### src/hw/rtl/cbvb_pkg.sv
// ----------------------------------------------------------------------------
// Cluster bounding volume builder package
// Shared widths, reset values, item types and codes.
// ----------------------------------------------------------------------------
package cbvb_pkg;

    localparam int POS_W            = 24;
    localparam int SLOT_W           = 12;
    localparam int DIAG_W           = 25;
    localparam int SQ_W             = 2 * POS_W;
    localparam int ACC_W            = SQ_W + 2;
    localparam int VERTEX_DEPTH_DEF = 4096;

    typedef logic signed [POS_W-1:0] t_coord;

    // x sits in the lowest bits when a vector is packed onto a bus.
    typedef struct packed {
        t_coord z;
        t_coord y;
        t_coord x;
    } t_vec;

    typedef struct packed {
        t_vec hi;
        t_vec lo;
    } t_box;

    // Handshake from the sequencer to the result unit.
    typedef struct packed {
        logic start;
        logic with_mesh;
    } t_emit_req;

    localparam t_coord POS_MAX = t_coord'(24'sh7FFFFF);
    localparam t_coord POS_MIN = t_coord'(24'sh800000);

    localparam t_vec VEC_POS_MAX = '{z: POS_MAX, y: POS_MAX, x: POS_MAX};
    localparam t_vec VEC_POS_MIN = '{z: POS_MIN, y: POS_MIN, x: POS_MIN};

    localparam logic OP_WRITE  = 1'b0;
    localparam logic OP_GATHER = 1'b1;

    localparam logic KIND_CLUSTER = 1'b0;
    localparam logic KIND_MESH    = 1'b1;

endpackage

### src/hw/rtl/cbvb_box_accum.sv
// ----------------------------------------------------------------------------
// Box accumulator
// Running per-axis minimum and maximum for the open cluster and the mesh.
// ----------------------------------------------------------------------------
module cbvb_box_accum
    import cbvb_pkg::*;
(
    input  logic i_clk,
    input  logic i_rst_n,
    input  logic i_fold_en,
    input  t_vec i_point,
    input  logic i_close_cluster,
    input  logic i_close_mesh,
    output t_box o_cluster_box,
    output t_box o_mesh_box
);

    t_box r_cluster;
    t_box r_mesh;
    t_box n_cluster;
    t_box n_mesh;

    function automatic t_vec f_vmin(input t_vec a, input t_vec b);
        t_vec v;
        v.x = (b.x < a.x) ? b.x : a.x;
        v.y = (b.y < a.y) ? b.y : a.y;
        v.z = (b.z < a.z) ? b.z : a.z;
        return v;
    endfunction

    function automatic t_vec f_vmax(input t_vec a, input t_vec b);
        t_vec v;
        v.x = (b.x > a.x) ? b.x : a.x;
        v.y = (b.y > a.y) ? b.y : a.y;
        v.z = (b.z > a.z) ? b.z : a.z;
        return v;
    endfunction

    // The boxes with the current point folded in, as the results need them.
    always_comb begin
        n_cluster.lo = f_vmin(r_cluster.lo, i_point);
        n_cluster.hi = f_vmax(r_cluster.hi, i_point);
        n_mesh.lo    = f_vmin(r_mesh.lo, i_point);
        n_mesh.hi    = f_vmax(r_mesh.hi, i_point);
    end

    assign o_cluster_box = n_cluster;
    assign o_mesh_box    = n_mesh;

    always_ff @(posedge i_clk) begin
        if (!i_rst_n) begin
            r_cluster <= '{hi: VEC_POS_MIN, lo: VEC_POS_MAX};
            r_mesh    <= '{hi: VEC_POS_MIN, lo: VEC_POS_MAX};
        end else if (i_fold_en) begin
            if (i_close_cluster) begin
                r_cluster <= '{hi: VEC_POS_MIN, lo: VEC_POS_MAX};
            end else begin
                r_cluster <= n_cluster;
            end
            if (i_close_mesh) begin
                r_mesh <= '{hi: VEC_POS_MIN, lo: VEC_POS_MAX};
            end else begin
                r_mesh <= n_mesh;
            end
        end
    end

endmodule

### config.mk
export PLATFORM = sky130hd
export DESIGN_NAME = cbvb_box_accum
export DESIGN_NICKNAME = d
export VERILOG_FILES = /design/src/hw/rtl/cbvb_pkg.sv /design/src/hw/rtl/cbvb_box_accum.sv
export SDC_FILE = /design/constraint.sdc
export NUM_CORES = 1
export LEC_CHECK = 0
export ABC_AREA = 0
export ABC_CLOCK_PERIOD_IN_PS = 9000
export CORE_ASPECT_RATIO = 0.5
export CORE_MARGIN = 2
export CORE_UTILIZATION = 40
export CTS_CLUSTER_DIAMETER = 60
export DETAILED_ROUTE_END_ITERATION = 10
export DONT_BUFFER_PORTS = 1
export PLACE_DENSITY_LB_ADDON = 0.1
export SLEW_MARGIN = 20
export SYNTH_ARGS = -nofsm -noshare
export SYNTH_HDL_FRONTEND = slang
export SYNTH_SLANG_ARGS = --single-unit
### constraint.sdc
create_clock -name i_clk -period 9 [get_ports i_clk]
set_clock_uncertainty 0.15 [all_clocks]
set_input_delay 2.7 -clock i_clk [delete_from_list [all_inputs] [get_ports i_clk]]
set_output_delay 2.7 -clock i_clk [all_outputs]
set_load 0.1 [all_outputs]
==> run metrics <==
outcome completed; setup ws final 415 ps; max frequency 116 MHz; count of warnings emitted by yosys 0; area grow syn2layout 14.9%; min-delay worst type reg2reg; Port Buf Inserts 0; # IOs 365; post-CTS sizing 0; combinational share of power 0.456; count leader, synth inv_1; Placed Instance Area 21100 um2; net switching component of the power 2.39 mW; largest net degree at the start of global routing 50; CORE AREA 47200 um2; worst skew pair latency 580 ps; main area contributors after synthesis dfxtp_1 (30%), ha_1 (18%), mux2_2 (11%); endpoints failing hold 0; maximum VDD drop 0.126 mV; Avg Inst Size Synth 8.90 um2; dpl ws 58.5 ps; Slew HR 0.264; CP endpoint kind output pin; critical-path maximum fanout 27; Cell Area, Synth 19200 um2; die height 159 um; total die area 50000 um2; Worst-path clk slew 60 ps; post-layout minimum cycle time 8590 ps; worst r2r src r_mesh[47]; vias per inst 5.57; Clock Tree Buf Depth 3; vias in the first global route 15600; Clock Root Buffer clkbuf_16; Clock Sinks 288; post-route ant nets 0; switching share of power 0.492; FFs w/ async S/R, synth 0; Yosys top cell by area dfxtp_1; TritonRoute pass-1 iters 5; gr usage total 0.226; Slew Limit Fails 0; wire per inst 20.4 um; worst-margin pin slew 1100 ps; Max-Cap Viols 0; #FFs+latches synth 288; vias 15900; final cell count without fillers 2862; top cells by count, synth inv_1 (294), dfxtp_1 (288), ha_1 (282); final cycle utilization of the critical path 0.954; sequential share of the synthesized area 0.300; Design Power 4.86 mW; cts hold-fix bufs 0; post-route cell area 22100 um2; Post-synth EDFFs 0; Distinct cells, synth 51; pwr/cell area 220 nW/um2; Filler cells 4581; WP data required 6150 ps; Initial Util 0.408; CP Launch Type input port; hold depth 1; worst path arrival time 5740 ps; wirelength, routed 58400 um; ys flop type dfxtp_1; RSZ-0062 raised after global routing false; die width 314 um; DP HPWL 43500 um; Hold Path Origin r_mesh[32]; Nets 2561; fraction of layout cells with a size suffix above 1 0.219; DRC viols 0; Syn Nets 2521; Crit. Startpoint i_point[47]; first-pass GRT wire length 90400 um; initial antenna violation count 0; Synth top area share 0.300; ANT cells 0; Post-Synthesis Cells 2162; Rows 56; Post-CTS Setup Bufs 0; placed cells 2805; DRT iter0 DRCs 780; GRT overflow 0; CTS tree yes; setup violators final 0; Leak 9.88 nW; power share of the clock group 0.264; cts bufs inserted 31; H-tree levels 1; routability congestion estimate from global placement 0.846; R2R cell count 9; Power Internal 2.47 mW; Flop pwr share 0.280; Setup CP Type in2out
## cell usage in the layout (no fill, tap or decap), types with 54 or more instances in the layout
cell     instances
ha_1           282
buf_4          116
a22o_1         115
o21ai_0         54
nand2_1        166
nand4_1         62
dfxtp_1        288
o22a_1         138
o21ai_2         98
mux2_2         185
a21oi_1        114
inv_1          294
## layer usage
| metal | wire (um) | global-route usage | vias up | part of all wire |
|---|---|---|---|---|
| li1 | - | - | 7938 | - |
| met1 | 25300 | 0.284 | 7632 | 0.43 |
| met2 | 28800 | 0.404 | 297 | 0.49 |
| met3 | 2850 | 0.0380 | 71 | 0.049 |
| met4 | 1400 | 0.0511 | 0 | 0.024 |
| met5 | 0 | 0 | - | 0 |
## power by group through the flow
stage / registers, mW / clock network [mW] / logic [mW]
final: 1.36 / 1.28 / 2.22
after global routing: 1.37 / 1.37 / 2.31
after CTS: 1.36 / 1.32 / 2.22
after detailed placement: 1.39 / 0 / 2.22
after global placement: 1.39 / 0 / 2.21
after floorplan: 1.38 / 0 / 1.88
## stage by stage
step	utilization	setup TNS, ps	hold WS (ps)
6_report	0.469	0	309
5_1_grt	0.469	0	322
4_1_cts	0.468	0	315
3_5_place_dp	0.447	0	300
3_3_place_gp	0.447	0	293
2_1_floorplan	-	-3180	286
## area by class of cell
class,instances,area [um2],area share
Sequential cell,288,5770,0.261
Clock buffer,44,885,0.0400
Inverter,294,1100,0.0499
Timing Repair Buffer,120,953,0.0432
Clock inverter,11,91.3,0.00413
Multi-Input combinational cell,1467,12500,0.566
Tap cell,638,798,0.0361
## logic make-up (layout without fill, tap and decap cells)
group,Yosys count,after routing,synth area share
simple gates,353,353,0.0870
mux,193,193,0.112
fa+ha+maj,282,282,0.183
compound gates,634,634,0.234
buf+inv,407,469,0.0814
flops,288,288,0.300
xor+xnor,5,5,0.00228
## final timing paths
kind	to	slack, ps
max	o_mesh_box[47]	410
min	r_mesh[32]	310
max reg2reg	r_mesh[47]	5020
min reg2reg	r_mesh[32]	310
## critical path: stages
cell and delay (ps):
ha_1 390, nand4_1 200, or4_1 570, o211ai_1 370, xor2_4 700, buf_12 280, nand2_1 90, o21ai_2 90
buf_4 330
## flip-flops by register name, summed over array words and instances, names as in the netlist
register,flops
r_mesh,144
r_cluster,144
(Power assumes the default switching activity.)
