`config.mk`:
```
export PLATFORM = sky130hd
export DESIGN_NAME = cbvb_box_emit
export DESIGN_NICKNAME = d
export VERILOG_FILES = /design/src/hw/rtl/cbvb_pkg.sv /design/src/hw/rtl/cbvb_box_emit.sv
export SDC_FILE = /design/constraint.sdc
export NUM_CORES = 2
export LEC_CHECK = 0
export BUFFER_PORTS_ARGS = -buffer_cell sky130_fd_sc_hd__buf_2
export CORE_MARGIN = 2
export CORE_UTILIZATION = 60
export DETAILED_ROUTE_END_ITERATION = 8
export HOLD_SLACK_MARGIN = 0.05
export PLACE_DENSITY = 0.81
export SYNTH_ARGS = -nofsm -noshare
export SYNTH_HDL_FRONTEND = slang
export SYNTH_SLANG_ARGS = --single-unit
```
`constraint.sdc`:
```
create_clock -name i_clk -period 25.6 [get_ports i_clk]
set_input_delay 2.56 -clock i_clk [delete_from_list [all_inputs] [get_ports i_clk]]
set_output_delay 2.56 -clock i_clk [all_outputs]
set_load 0.01 [all_outputs]
```
`src/hw/rtl/cbvb_pkg.sv`:
```
// ----------------------------------------------------------------------------
// Cluster bounding volume builder package
// Shared widths, reset values, item types and codes.
// ----------------------------------------------------------------------------
package cbvb_pkg;

    localparam int POS_W            = 24;
    localparam int SLOT_W           = 12;
    localparam int DIAG_W           = 25;
    localparam int SQ_W             = 2 * POS_W;
    localparam int ACC_W            = SQ_W + 2;
    localparam int VERTEX_DEPTH_DEF = 4096;

    typedef logic signed [POS_W-1:0] t_coord;

    // x sits in the lowest bits when a vector is packed onto a bus.
    typedef struct packed {
        t_coord z;
        t_coord y;
        t_coord x;
    } t_vec;

    typedef struct packed {
        t_vec hi;
        t_vec lo;
    } t_box;

    // Handshake from the sequencer to the result unit.
    typedef struct packed {
        logic start;
        logic with_mesh;
    } t_emit_req;

    localparam t_coord POS_MAX = t_coord'(24'sh7FFFFF);
    localparam t_coord POS_MIN = t_coord'(24'sh800000);

    localparam t_vec VEC_POS_MAX = '{z: POS_MAX, y: POS_MAX, x: POS_MAX};
    localparam t_vec VEC_POS_MIN = '{z: POS_MIN, y: POS_MIN, x: POS_MIN};

    localparam logic OP_WRITE  = 1'b0;
    localparam logic OP_GATHER = 1'b1;

    localparam logic KIND_CLUSTER = 1'b0;
    localparam logic KIND_MESH    = 1'b1;

endpackage

```
`src/hw/rtl/cbvb_box_emit.sv`:
```
// ----------------------------------------------------------------------------
// Box result unit
// Squares the extents, takes the integer square root one bit per cycle and
// presents cluster and mesh results through an output register.
// ----------------------------------------------------------------------------
module cbvb_box_emit
    import cbvb_pkg::*;
(
    input  logic         i_clk,
    input  logic         i_rst_n,
    input  t_emit_req    i_req,
    input  t_box         i_cluster_box,
    input  t_box         i_mesh_box,
    output logic         o_busy,
    output logic         m_axis_tvalid,
    input  logic         m_axis_tready,
    // lo_x, lo_y, lo_z, hi_x, hi_y, hi_z, mid_x, mid_y, mid_z,
    // diagonal_length, then zero padding
    output logic [247:0] m_axis_tdata,
    // box_kind
    output logic         m_axis_tuser,
    output logic         m_axis_tlast
);

    localparam logic [1:0] E_IDLE = 2'd0;
    localparam logic [1:0] E_SQ   = 2'd1;
    localparam logic [1:0] E_ROOT = 2'd2;
    localparam logic [1:0] E_LOAD = 2'd3;

    localparam int ROOT_W = ACC_W + 1;
    localparam int PAD_W  = 248 - 9 * POS_W - DIAG_W;

    logic [1:0]        r_state;
    logic [1:0]        r_cnt;
    t_box              r_box;
    t_box              r_mesh_box;
    logic              r_mesh_pend;
    logic              r_kind;
    logic [SQ_W-1:0]   r_prod;
    logic [ACC_W-1:0]  r_acc;
    logic [ACC_W-1:0]  r_rem;
    logic [ROOT_W-1:0] r_root;
    logic [ACC_W-1:0]  r_bit;

    logic              r_out_valid;
    t_vec              r_out_lo;
    t_vec              r_out_hi;
    t_vec              r_out_mid;
    logic [DIAG_W-1:0] r_out_diag;
    logic              r_out_kind;
    logic              r_out_last;

    logic [POS_W-1:0]  ext_sel;
    logic [ROOT_W-1:0] trial;
    logic              take;
    logic              out_free;
    t_vec              mid;

    function automatic logic [POS_W-1:0] f_ext(input t_coord hi, input t_coord lo);
        logic signed [POS_W:0] d;
        d = {hi[POS_W-1], hi} - {lo[POS_W-1], lo};
        return d[POS_W-1:0];
    endfunction

    function automatic t_coord f_mid(input t_coord hi, input t_coord lo);
        logic signed [POS_W:0] s;
        s = {hi[POS_W-1], hi} + {lo[POS_W-1], lo};
        return t_coord'(s[POS_W:1]);
    endfunction

    always_comb begin
        case (r_cnt)
            2'd0:    ext_sel = f_ext(r_box.hi.x, r_box.lo.x);
            2'd1:    ext_sel = f_ext(r_box.hi.y, r_box.lo.y);
            2'd2:    ext_sel = f_ext(r_box.hi.z, r_box.lo.z);
            default: ext_sel = '0;
        endcase
    end

    assign trial    = r_root + {1'b0, r_bit};
    assign take     = m_axis_tvalid && m_axis_tready;
    assign out_free = !r_out_valid || m_axis_tready;

    assign mid.x = f_mid(r_box.hi.x, r_box.lo.x);
    assign mid.y = f_mid(r_box.hi.y, r_box.lo.y);
    assign mid.z = f_mid(r_box.hi.z, r_box.lo.z);

    always_ff @(posedge i_clk) begin
        if (!i_rst_n) begin
            r_state     <= E_IDLE;
            r_cnt       <= '0;
            r_mesh_pend <= 1'b0;
        end else begin
            case (r_state)
                E_IDLE: begin
                    if (i_req.start) begin
                        r_state     <= E_SQ;
                        r_cnt       <= '0;
                        r_mesh_pend <= i_req.with_mesh;
                    end
                end
                E_SQ: begin
                    r_cnt <= r_cnt + 2'd1;
                    if (r_cnt == 2'd3) begin
                        r_state <= E_ROOT;
                    end
                end
                E_ROOT: begin
                    if (r_bit[0]) begin
                        r_state <= E_LOAD;
                    end
                end
                E_LOAD: begin
                    if (out_free) begin
                        r_cnt       <= '0;
                        r_mesh_pend <= 1'b0;
                        r_state     <= r_mesh_pend ? E_SQ : E_IDLE;
                    end
                end
                default: r_state <= E_IDLE;
            endcase
        end
    end

    // Datapath: squares are registered before they are summed.
    always_ff @(posedge i_clk) begin
        case (r_state)
            E_IDLE: begin
                if (i_req.start) begin
                    r_box      <= i_cluster_box;
                    r_mesh_box <= i_mesh_box;
                    r_kind     <= KIND_CLUSTER;
                end
            end
            E_SQ: begin
                r_prod <= ext_sel * ext_sel;
                if (r_cnt == 2'd0) begin
                    r_acc <= '0;
                end else begin
                    r_acc <= r_acc + ACC_W'(r_prod);
                end
                if (r_cnt == 2'd3) begin
                    r_rem  <= r_acc + ACC_W'(r_prod);
                    r_root <= '0;
                    r_bit  <= ACC_W'(1) << (ACC_W - 2);
                end
            end
            E_ROOT: begin
                if ({1'b0, r_rem} >= trial) begin
                    r_rem  <= r_rem - trial[ACC_W-1:0];
                    r_root <= (r_root >> 1) + {1'b0, r_bit};
                end else begin
                    r_root <= r_root >> 1;
                end
                r_bit <= r_bit >> 2;
            end
            E_LOAD: begin
                if (out_free && r_mesh_pend) begin
                    r_box  <= r_mesh_box;
                    r_kind <= KIND_MESH;
                end
            end
            default: ;
        endcase
    end

    always_ff @(posedge i_clk) begin
        if (!i_rst_n) begin
            r_out_valid <= 1'b0;
        end else if (r_state == E_LOAD && out_free) begin
            r_out_valid <= 1'b1;
        end else if (take) begin
            r_out_valid <= 1'b0;
        end
    end

    always_ff @(posedge i_clk) begin
        if (r_state == E_LOAD && out_free) begin
            r_out_lo   <= r_box.lo;
            r_out_hi   <= r_box.hi;
            r_out_mid  <= mid;
            r_out_diag <= r_root[DIAG_W-1:0];
            r_out_kind <= r_kind;
            r_out_last <= !r_mesh_pend;
        end
    end

    assign o_busy        = (r_state != E_IDLE);
    assign m_axis_tvalid = r_out_valid;
    assign m_axis_tdata  = {{PAD_W{1'b0}}, r_out_diag, r_out_mid, r_out_hi, r_out_lo};
    assign m_axis_tuser  = r_out_kind;
    assign m_axis_tlast  = r_out_last;

endmodule

```
==> flow_metrics.py <==
metrics = {
    "drt": {
        "vias_per_cell": 5.948,
        "vias": 42040,
        "routed_wl_mm": 155.6,
        "routedWlPerCell_um": 22.02,
        "drtIter0Drc": 3955,
        "ant_nets": 0,
        "firstDrtPassIters": 7,
        "route.detailed.drc": 0,
    },
    "floorplan": {
        "core_sq_um": 95150,
        "ios": 545,
        "dieArea_sq_um": 98590,
        "die_y_um": 314.0,
        "die_x_um": 314.0,
        "start_util": 0.6059,
        "placementRows": 113,
    },
    "synthesis": {
        "synthFlopType": "edfxtp_1",
        "yosysSeqAreaShare": 0.3953,
        "synth_edf_count": 755,
        "syn_inst": 5251,
        "synth_seq_cells": 761,
        "yosys_warnings": 0,
        "ys_top_cells_by_area": "edfxtp_1, fa_1, ha_1",
        "synth_top_area_cell": "edfxtp_1",
        "synth.distinct_cells": 95,
        "synth_top_area_share": 0.3932,
        "synthTopCellsByCount": "edfxtp_1, inv_1, ha_1",
        "syn_avg_cell_area_sq_um": 10.98,
        "synth_area_sq_um": 57660,
        "synth.most_common_cell": "edfxtp_1",
        "synthArstFlopShare": 0,
    },
    "cts": {
        "ctsResizeCount": 0,
        "root_buffer": "clkbuf_16",
        "post_cts_buffers": 0,
        "cts_max_level": 3,
        "clock-sinks": 761,
        "clk_latency_ps": 690,
        "hold_buffers": 0,
        "ctsLongestPathBuffers": 3,
        "cts_tree": "done",
        "cts_buffers": 83,
        "clk_pin_slew_ps": 60,
    },
    "critical_path": {
        "crit_slowest_cell": "a222oi_1",
        "crit_arrival_ps": 11720,
        "end_kind": "flip-flop",
        "cp-start-kind": "flip-flop",
        "worst-path-buf-inv": 9,
        "worstPathMaxFanout": 16,
        "cp_common_cell": "inv_1",
        "crit_family": "adder cells",
        "cp_slowest_stage_delay_ps": 970,
        "path_class": "flip-flop to flip-flop",
        "worst_ep_required_time_ps": 26020,
    },
    "sta": {
        "rsz0062_at_grt": "false",
        "fin_ws_ps": 14300,
        "post-route-period-util": 0.4415,
        "hold_viol": 0,
        "period_minus_slack_ps": 11300,
        "max_freq_mhz": 88.48,
        "setup_viol": 0,
        "finClkSkew_ps": 43.42,
        "worst_slew_pin_slew_ps": 1373,
        "slew_headroom": 0.08113,
        "tns_ps": 0,
        "slew_violations": 0,
    },
    "global_route": {
        "grt_pass1_vias": 42760,
        "grt_pass1_wl_mm": 239.4,
        "antenna_found_initial": 5,
        "grt_max_degree": 148,
        "grt_overflow_total": 0,
        "grt_usage": 0.3143,
    },
    "placement": {
        "placedInstanceArea_sq_um": 61580,
        "port_buffers": 537,
        "globalplace.congestion": 0.9867,
        "dp_hpwl_mm": 120.4,
        "dpl_worst_slack_ps": 14530,
        "place_inst": 6912,
    },
    "outcome": {
        "outcome": "finished, final reports clean",
    },
    "flow_run": {
        "maxCapViolations": 0,
    },
    "layout": {
        "drive_gt1_frac": 0.1592,
        "finalNonFillerCells": 7069,
        "fin_nets": 6922,
        "final_area_sq_um": 64350,
        "syn2layout_area_growth_pct": 11.61,
    },
    "min_path": {
        "hold_path.class": "flip-flop to flip-flop",
    },
}
==> kinds of logic (layout without fill, tap and decap cells) <==
logic type / Yosys count / after routing / share of synthesized area
AO/OA/AOI/OAI: 966 / 966 / 0.1110
XOR/XNOR: 335 / 335 / 0.05089
adder cells (fa/ha/maj): 897 / 897 / 0.2505
buffers and inverters: 887 / 1429 / 0.05875
flip-flops: 761 / 761 / 0.3953
multiplexers: 170 / 170 / 0.03273
other: 1 / 12 / 0.00006504
AND/OR/NAND/NOR: 1234 / 1234 / 0.1008
==> sequential cells by signal, indices dropped and copies added, names as in the netlist <==
| register | cells |
|---|---|
| r_box | 144 |
| r_cnt | 2 |
| m_axis_tdata | 216 |
| r_out_diag | 25 |
| m_axis_tlast | 1 |
| r_acc | 50 |
| m_axis_tuser | 1 |
| r_state | 2 |
| m_axis_tvalid | 1 |
| r_root | 51 |
| r_mesh_pend | 1 |
| r_prod | 47 |
| r_rem | 50 |
| r_mesh_box | 144 |
| r_bit | 25 |
| r_kind | 1 |
==> worst reg2reg max path: cells and delay by family (launching register included) <==
family | cells | cell delay [ps]
buf+inv | 9 | 1020
xor+xnor | 3 | 530
flops | 1 | 420
fa+ha+maj | 10 | 4160
simple gates | 4 | 1090
compound gates | 11 | 3840
==> area by class of cell <==
| cell class | instances | area, sq um |
|---|---|---|
| multi-input cells | 3609 | 31600 |
| well taps | 1265 | 1583 |
| clock buffers | 98 | 2153 |
| diodes | 5 | 12.51 |
| repair buffers | 571 | 2955 |
| clock inverters | 54 | 599.3 |
| fillers | 6919 | 30800 |
| inverters | 706 | 2650 |
| flip-flops and latches | 761 | 22790 |
==> cell usage in the layout (no fill, tap or decap), drive strengths merged, types with 90 or more instances in the layout <==
master,netlist,routed
a21o,127,127
a21oi,264,264
buf,31,571
clkbuf,150,98
edfxtp,755,755
fa,429,429
ha,468,468
inv,704,713
mux2,148,148
nand2,319,319
nand2b,90,90
nor2,412,412
o21ai,174,174
xnor2,202,202
xor2,133,133
==> routing by layer <==
layer,GRT usage,part of all wire,up-vias,wire length (um)
met5,0,0.000096,-,15
met4,0.1425,0.050,2,7772
met3,0.08096,0.094,412,14660
met2,0.5192,0.47,2003,73370
met1,0.3901,0.38,20510,59830
li1,-,-,19120,-
==> final timing paths <==
| check | from | endpoint | cells past startpoint | slack, ps |
|---|---|---|---|---|
| max reg2reg | r_box[72] | r_prod[47] | 37 | 14300 |
| max | r_box[72] | r_prod[47] | 37 | 14300 |
| min | r_kind | m_axis_tuser | 0 | 430 |
| min reg2reg | r_kind | m_axis_tuser | 0 | 430 |
==> per-stage QoR <==
| step | hold WS (ps) | utilization |
|---|---|---|
| final | 430.9 | 0.6763 |
| after global routing | 433.3 | 0.6762 |
| after CTS | 424.4 | 0.6761 |
| after detailed placement | 413.7 | 0.6472 |
| after global placement | 401.4 | 0.6472 |
| after floorplan | 400.3 | - |
Power is left out: the tool's default activity adds up to more than one toggle a clock period on the data nets, which glitch-free logic cannot reach.
